**src/sv/pcg32_pkg.sv**
```systemverilog
`timescale 1ns / 1ps
`default_nettype none
// ----------------------------------------------------------------------------
// pcg32 package
// shared types, constants and arithmetic helpers of the pcg32 generator
// ----------------------------------------------------------------------------
package pcg32_pkg;

  localparam logic [63:0] LcgMult = 64'd6364136223846793005;
  localparam logic [63:0] IncReset = 64'd1;
  localparam int unsigned QueueDepth = 2;

  typedef enum logic {
    CMD_SEED = 1'b0,
    CMD_DRAW = 1'b1
  } cmd_t;

  typedef struct packed {
    cmd_t        cmd;
    logic [63:0] inc;
    logic [63:0] base;
  } job_t;

  // low 64 bits of a * multiplier, as three 32 bit partial products
  function automatic logic [63:0] mul_lcg(input logic [63:0] a);
    logic [63:0] ll;
    logic [63:0] lh;
    logic [63:0] hl;
    logic [31:0] mid;
    ll = 64'(a[31:0]) * 64'(LcgMult[31:0]);
    lh = 64'(a[31:0]) * 64'(LcgMult[63:32]);
    hl = 64'(a[63:32]) * 64'(LcgMult[31:0]);
    mid = lh[31:0] + hl[31:0];
    return ll + {mid, 32'd0};
  endfunction

  // xsh-rr output permutation
  function automatic logic [31:0] permute(input logic [63:0] s);
    logic [63:0] x;
    logic [31:0] xs;
    logic [4:0]  rot;
    x = (s >> 18) ^ s;
    xs = x[58:27];
    rot = s[63:59];
    return (xs >> rot) | (xs << (5'(6'd32 - {1'b0, rot})));
  endfunction

  // float32 bits of sign * a / 2^scale, a nonzero and below 2^24
  function automatic logic [31:0] make_float(input logic neg, input logic [23:0] a,
                                             input logic [7:0] scale);
    logic [4:0]  p;
    logic [7:0]  ex;
    logic [23:0] sh;
    p = 5'd0;
    for (int i = 0; i < 24; i++) begin
      if (a[i]) begin
        p = 5'(i);
      end
    end
    ex = 8'd127 + {3'd0, p} - scale;
    sh = a << (5'd23 - p);
    return {neg, ex, sh[22:0]};
  endfunction

endpackage
`default_nettype wire

```
**src/sv/pcg_queue.sv**
```systemverilog
`timescale 1ns / 1ps
`default_nettype none
// ----------------------------------------------------------------------------
// pcg queue
// short job queue between front and back
// ----------------------------------------------------------------------------
module pcg_queue #(
  parameter int unsigned Depth = pcg32_pkg::QueueDepth
) (
  input  logic            clk,
  input  logic            rst_n,
  input  logic            push_valid,
  output logic            push_ready,
  input  pcg32_pkg::job_t push_job,
  output logic            pop_valid,
  input  logic            pop_ready,
  output pcg32_pkg::job_t pop_job
);

  localparam int unsigned PtrW = (Depth > 1) ? $clog2(Depth) : 1;
  localparam int unsigned CntW = $clog2(Depth + 1);

  pcg32_pkg::job_t mem_r [Depth];
  logic [PtrW-1:0] wr_r, wr_nxt, rd_r, rd_nxt;
  logic [CntW-1:0] cnt_r, cnt_nxt;
  logic            do_push, do_pop;

  always_comb begin
    push_ready = (cnt_r != CntW'(Depth));
    pop_valid  = (cnt_r != '0);
    pop_job    = mem_r[rd_r];
    do_push    = push_valid && push_ready;
    do_pop     = pop_valid && pop_ready;
    wr_nxt     = wr_r;
    rd_nxt     = rd_r;
    if (do_push) begin
      wr_nxt = (wr_r == PtrW'(Depth - 1)) ? '0 : wr_r + 1'b1;
    end
    if (do_pop) begin
      rd_nxt = (rd_r == PtrW'(Depth - 1)) ? '0 : rd_r + 1'b1;
    end
    cnt_nxt = cnt_r + CntW'(do_push) - CntW'(do_pop);
  end

  always_ff @(posedge clk) begin
    if (!rst_n) begin
      wr_r  <= '0;
      rd_r  <= '0;
      cnt_r <= '0;
    end else begin
      wr_r  <= wr_nxt;
      rd_r  <= rd_nxt;
      cnt_r <= cnt_nxt;
    end
  end

  always_ff @(posedge clk) begin
    if (do_push) begin
      mem_r[wr_r] <= push_job;
    end
  end

endmodule
`default_nettype wire

```
**config.mk**
```make
export PLATFORM = sky130hd
export DESIGN_NAME = pcg_queue
export DESIGN_NICKNAME = d
export VERILOG_FILES = /design/src/sv/pcg32_pkg.sv /design/src/sv/pcg_queue.sv
export SDC_FILE = /design/constraint.sdc
export NUM_CORES = 1
export LEC_CHECK = 0
export BUFFER_PORTS_ARGS = -buffer_cell sky130_fd_sc_hd__buf_4
export CAP_MARGIN = 20
export CORE_MARGIN = 10
export CORE_UTILIZATION = 44
export CTS_BUF_LIST = sky130_fd_sc_hd__clkbuf_2
export DETAILED_ROUTE_END_ITERATION = 10
export GPL_TIMING_DRIVEN = 0
export MAX_ROUTING_LAYER = met4
export PLACE_DENSITY = 0.71
export SYNTH_ARGS = -nofsm -noshare
export SYNTH_HDL_FRONTEND = slang
export SYNTH_SLANG_ARGS = --single-unit
```
**constraint.sdc**
```tcl
create_clock -name clk -period 4.1 [get_ports clk]
set_input_delay 0.615 -clock clk [delete_from_list [all_inputs] [get_ports clk]]
set_output_delay 0.615 -clock clk [all_outputs]
set_load 0.05 [all_outputs]
```
# --- Word level (Yosys, flattened, before mapping) ---
# Memories as Yosys holds them, arrays and structs flattened. A register that Yosys moved wholly into a read port is not among the register bits.
# Cells that the tools add are included.
op_classes:
  n_addsub: 4
  eq_ne: 1
  n_mux: 6
  reduce_logical: 3
op_table:
  columns: ["operator", "count"]
  rows:
  - ["1-bit 2-to-1 mux", 6]
  - ["1-bit adder, second input constant", 2]
  - ["2-bit by 1-bit adder with 2-bit output", 1]
  - ["1-bit logical AND", 2]
  - ["2-bit != test, second input constant", 1]
  - ["2-bit nonzero test", 1]
  - ["2-bit by 1-bit subtractor with 2-bit output", 1]
totals:
  ff_bits: 4
  ram_bits: 258
  out_inout_bits: 131
  word_cells: 18
  n_memories: 1
memory_table:
  columns: ["name", "depth", "width", "read_ports", "rd_ports_with_merged_regs", "wr", "line", "text"]
  rows:
  - ["mem_r", 2, 129, 1, 1, 1, "pcg_queue.sv:23", "pcg32_pkg::job_t mem_r [Depth];"]

# --- Depth between registers and ports, before layout ---
logic_depth:
  ltp_word: 4
  ltp_mapped: 6

# --- Worst setup path before layout ---
# Ideal clock, no wire load.
synth_path:
  path_type: "reg2reg"
  startpoint: "reg cnt_r[0]"
  endpoint: "mem mem_r[1][0] (netlist name), enable pin"
  t_arrival_ns: 3.724
  required_ns: 3.596
  path_slack_ns: -0.128
  stages_incl_launch_ff: 3
  path_buffers: 0
  period_less_slack_ns: 4.228
  path_cell_list: "dfxtp_1 > nand2b_4 > and3_1"
synth_between:
  elab_chain_cells: 4
synth_rtl:
  columns: ["item", "line", "text"]
  rows:
  - ["from (decl)", "pcg_queue.sv:25", "logic [CntW-1:0] cnt_r, cnt_nxt;"]
  - ["from (signal assigned)", "pcg_queue.sv:53", "cnt_r <= cnt_nxt;"]
  - ["2-bit != test", "pcg_queue.sv:29", "push_ready = (cnt_r != CntW'(Depth));"]
  - ["net push_ready", "pcg_queue.sv:13", "output logic push_ready,"]
  - ["1-bit logical AND", "pcg_queue.sv:32", "do_push = push_valid && push_ready;"]
  - ["1-bit 2-to-1 mux", "pcg_queue.sv:58", "if (do_push) begin"]
  - ["1-bit 2-to-1 mux (implied by the code)", "pcg_queue.sv:59", "mem_r[wr_r] <= push_job;"]
  - ["to (decl)", "pcg_queue.sv:23", null]
# The timed path passes the listed nets, and every way through them passes these cells.

==> impl_results.md <==
* Total grt overflow at 0
* Clock power share at 19.8%
* Synth Cell Area at 0.009622 mm²
* Final hold vios at 0
* Root Driver: clkbuf_2
* Post-synth top area share at 80.52%
* Hold_buf cts at 130
* Clock Skew at 0.05578 ns
* Diodes inserted at 0
* Fmax at 0.3590 GHz
* DIE AREA at 0.02818 mm²
* Max-Cap Viols at 0
* Routed wire length at 22.98 mm
* Max-slew violation count at 0
* Post-CTS sizing at 0
* Switching Share at 37.16%
* Logic gate share of total power at 37.1%
* CP max FO at 10
* Internal power at 0.004859 W
* Fin crit share at 67.95%
* CP required at 3.48 ns
* Number of placement rows at 54
* Clock period minus worst slack at 2.786 ns
* Switching power at 0.002873 W
* Synth Warn # at 0
* Slew @ Worst Pin at 0.9240 ns
* Fillers at 1523
* Peak supply drop at 0.0003746 V
* Min-delay worst type: in -> reg
* Most frequent cells after synthesis: 258 x edfxtp_1, 129 x mux2_2, 13 x buf_6, 5 x dfxtp_1, 3 x and2_1
* Synth cell types at 24
* # DRC at 0
* Syn_area_per_cell at 22.38 µm²
* Lkg Pwr at 5.314 nW
* Nets at 1022
* Post-route ant nets at 0
* Synth-to-Final Area Change at 43.62%
* Crit-path max cell delay at 0.38 ns
* Num Clock Sinks at 263
* Count leader, synth: edfxtp_1
* Final number of setup-violating endpoints at 0
* Critical path's top delay family: buffers and inverters
* Top cell type by total area after synthesis: edfxtp_1
* I/O Buffers at 263
* Most frequent CP cell: buf_6
* DP Wirelength at 14.84 mm
* Die Span Y at 167.9 µm
* Vias in the first global route at 6509
* Skew-Pair Late Insertion Delay at 0.81 ns
* Fraction of registers with async set/reset at 0%
* Multi-input gate area at 0.001624 mm²
* Register bit total from synthesis at 263
* Critical path launch point type: register
* Status: complete, no violations
* Synth top area cells: edfxtp_1 81%, mux2_2 15%, buf_6 1.5%, dfxtp_1 1.0%, a21bo_2 0.21%
* Setup crit end kind: primary output
* Largest net degree at the start of global routing at 69
* Top FF cell, synth: edfxtp_1
* Crit path cell chain: buf_6, buf_6, mux2_2, buf_4
* Power, Total at 0.007732 W
* GP Congestion at 0.7299
* DRT Pass-1 Iters at 4
* CP bufs+invs at 3
* Slowest cell on crit path: dfxtp_1
* Worst rel slew slack at 38.40%
* WP data arrival at 2.17 ns
* PwrDens at 559.6 mW/mm²
* Clk slew on worst S/H paths at 0.10 ns
* Vias per cell at 4.726
* Gr usage total at 16.05%
* Register area share after synthesis at 81.56%
* Placed cells at 975
* RSZ-0062 raised after global routing: no
* Post-synthesis cell count at 430
* Drt wl/cell at 18.99 µm
* Reg area at 0.007848 mm²
* EDFF count, synth at 258
* Sequential share of power at 43.1%
* 1st-iter DRT viols at 224
* Post-Layout Cell Count at 1210
* Starting Density at 44.36%
* Post-CTS Setup Inserts at 0
* Core ar. at 0.02169 mm²
* CTS buffer count at 61
* Die width at 167.9 µm
* Vias at 5718
* Crit Path Class: reg -> out
* Num ports at 264
* H-tree depth at 2
* First-pass GRT wire length at 35.01 mm
* Clock Path Buffers at 3
* Synthesized net count at 564
* Fraction of layout cells with a size suffix above 1 at 54.30%
* CTS tree: yes
* Initial antenna violation count at 0
## metrics by stage
| stage | utilization, % | area [µm²] | TNS [ns] | setup WS (ns) | hold slack, ns |
|---|---|---|---|---|---|
| 2_1_floorplan | - | 9623 | 0 | 0.3317 | 0.5280 |
| 4_1_cts | 63.71 | 13820 | 0 | 1.170 | 0.02872 |
| 6_report | 63.71 | 13820 | 0 | 1.314 | 0.1515 |
| 3_5_place_dp | 55.38 | 12010 | 0 | 1.740 | 0.5902 |
| 5_1_grt | 63.71 | 13820 | 0 | 1.132 | 0.06535 |
| 3_3_place_gp | 55.09 | 11950 | -117.21 | -0.9184 | 0.5430 |
## cells by family after synthesis
| logic type | share of synthesized area, % |
|---|---|
| compound gates | 0.5593 |
| buf+inv | 1.612 |
| flops | 81.56 |
| simple gates | 0.8454 |
| xor+xnor | 0.09104 |
| fa+ha+maj | 0.1300 |
| mux | 15.20 |
## final cells by class
| class | count | area share (%) |
|---|---|---|
| Buffer | 14 | 1.096 |
| Clock buffer | 88 | 3.187 |
| Clock inverter | 17 | 0.4708 |
| Inverter | 1 | 0.06338 |
| Multi-Input combinational cell | 152 | 11.75 |
| Sequential cell | 263 | 56.79 |
| Tap cell | 280 | 2.535 |
| Timing Repair Buffer | 395 | 24.10 |
## worst paths after layout
path / slack, ns / startpoint / depth (start not counted) / end
setup / recovery: 1.31 / register / 4 / pop_job[96]
hold / removal: 0.15 / push_valid / 3 / wr_r
setup reg to reg: 1.84 / cnt_r[0] / 3 / mem_r[1][12]
hold reg to reg: 0.60 / rd_r / 2 / register
## worst register-to-register path: cells and delay by family (launching register included)
kind / cells / cell delay, ns
buf+inv: 1 / 0.39
flops: 1 / 0.47
simple gates: 2 / 0.96
## metal layers
metal,up-vias,part of all wire [%],GRT usage [%]
li1,2676,-,-
met1,2767,37,17.24
met2,221,52,27.16
met3,54,7.8,5.332
met4,0,2.7,5.980
met5,-,0,-
## state kept, by name, indices dropped and copies added, names as in the netlist, named ones only
signal	count
cnt_r	2
rd_r	1
mem_r	258
wr_r	1
## power groups by stage
stage	registers, W	logic, W	clock network [W]
2_1_floorplan	0.00340	0.00195	0
3_3_place_gp	0.00342	0.00272	0
3_5_place_dp	0.00340	0.00278	0
4_1_cts	0.00334	0.00290	0.00159
5_1_grt	0.00336	0.00299	0.00176
6_report	0.00334	0.00287	0.00153
## cell usage in the layout, fill, tap and decap left out, drive strengths merged
master | synthesis | final
nor2b | 1 | 1
a211oi | 1 | 1
nand3 | 1 | 1
a32oi | 1 | 1
clkinv | 0 | 15
and3 | 1 | 1
mux2i | 1 | 1
clkbuf | 0 | 88
ha | 1 | 1
or2 | 1 | 1
nand3b | 1 | 1
xnor2 | 1 | 1
nor2 | 2 | 2
a21boi | 1 | 1
dlygate4sd3 | 0 | 130
o21ai | 2 | 2
mux2 | 129 | 129
dfxtp | 5 | 5
buf | 14 | 279
edfxtp | 258 | 258
and2 | 3 | 3
nand2b | 2 | 2
nand2 | 1 | 1
inv | 1 | 3
a21bo | 2 | 2
Note: power is estimated with default switching activity, not from simulation.
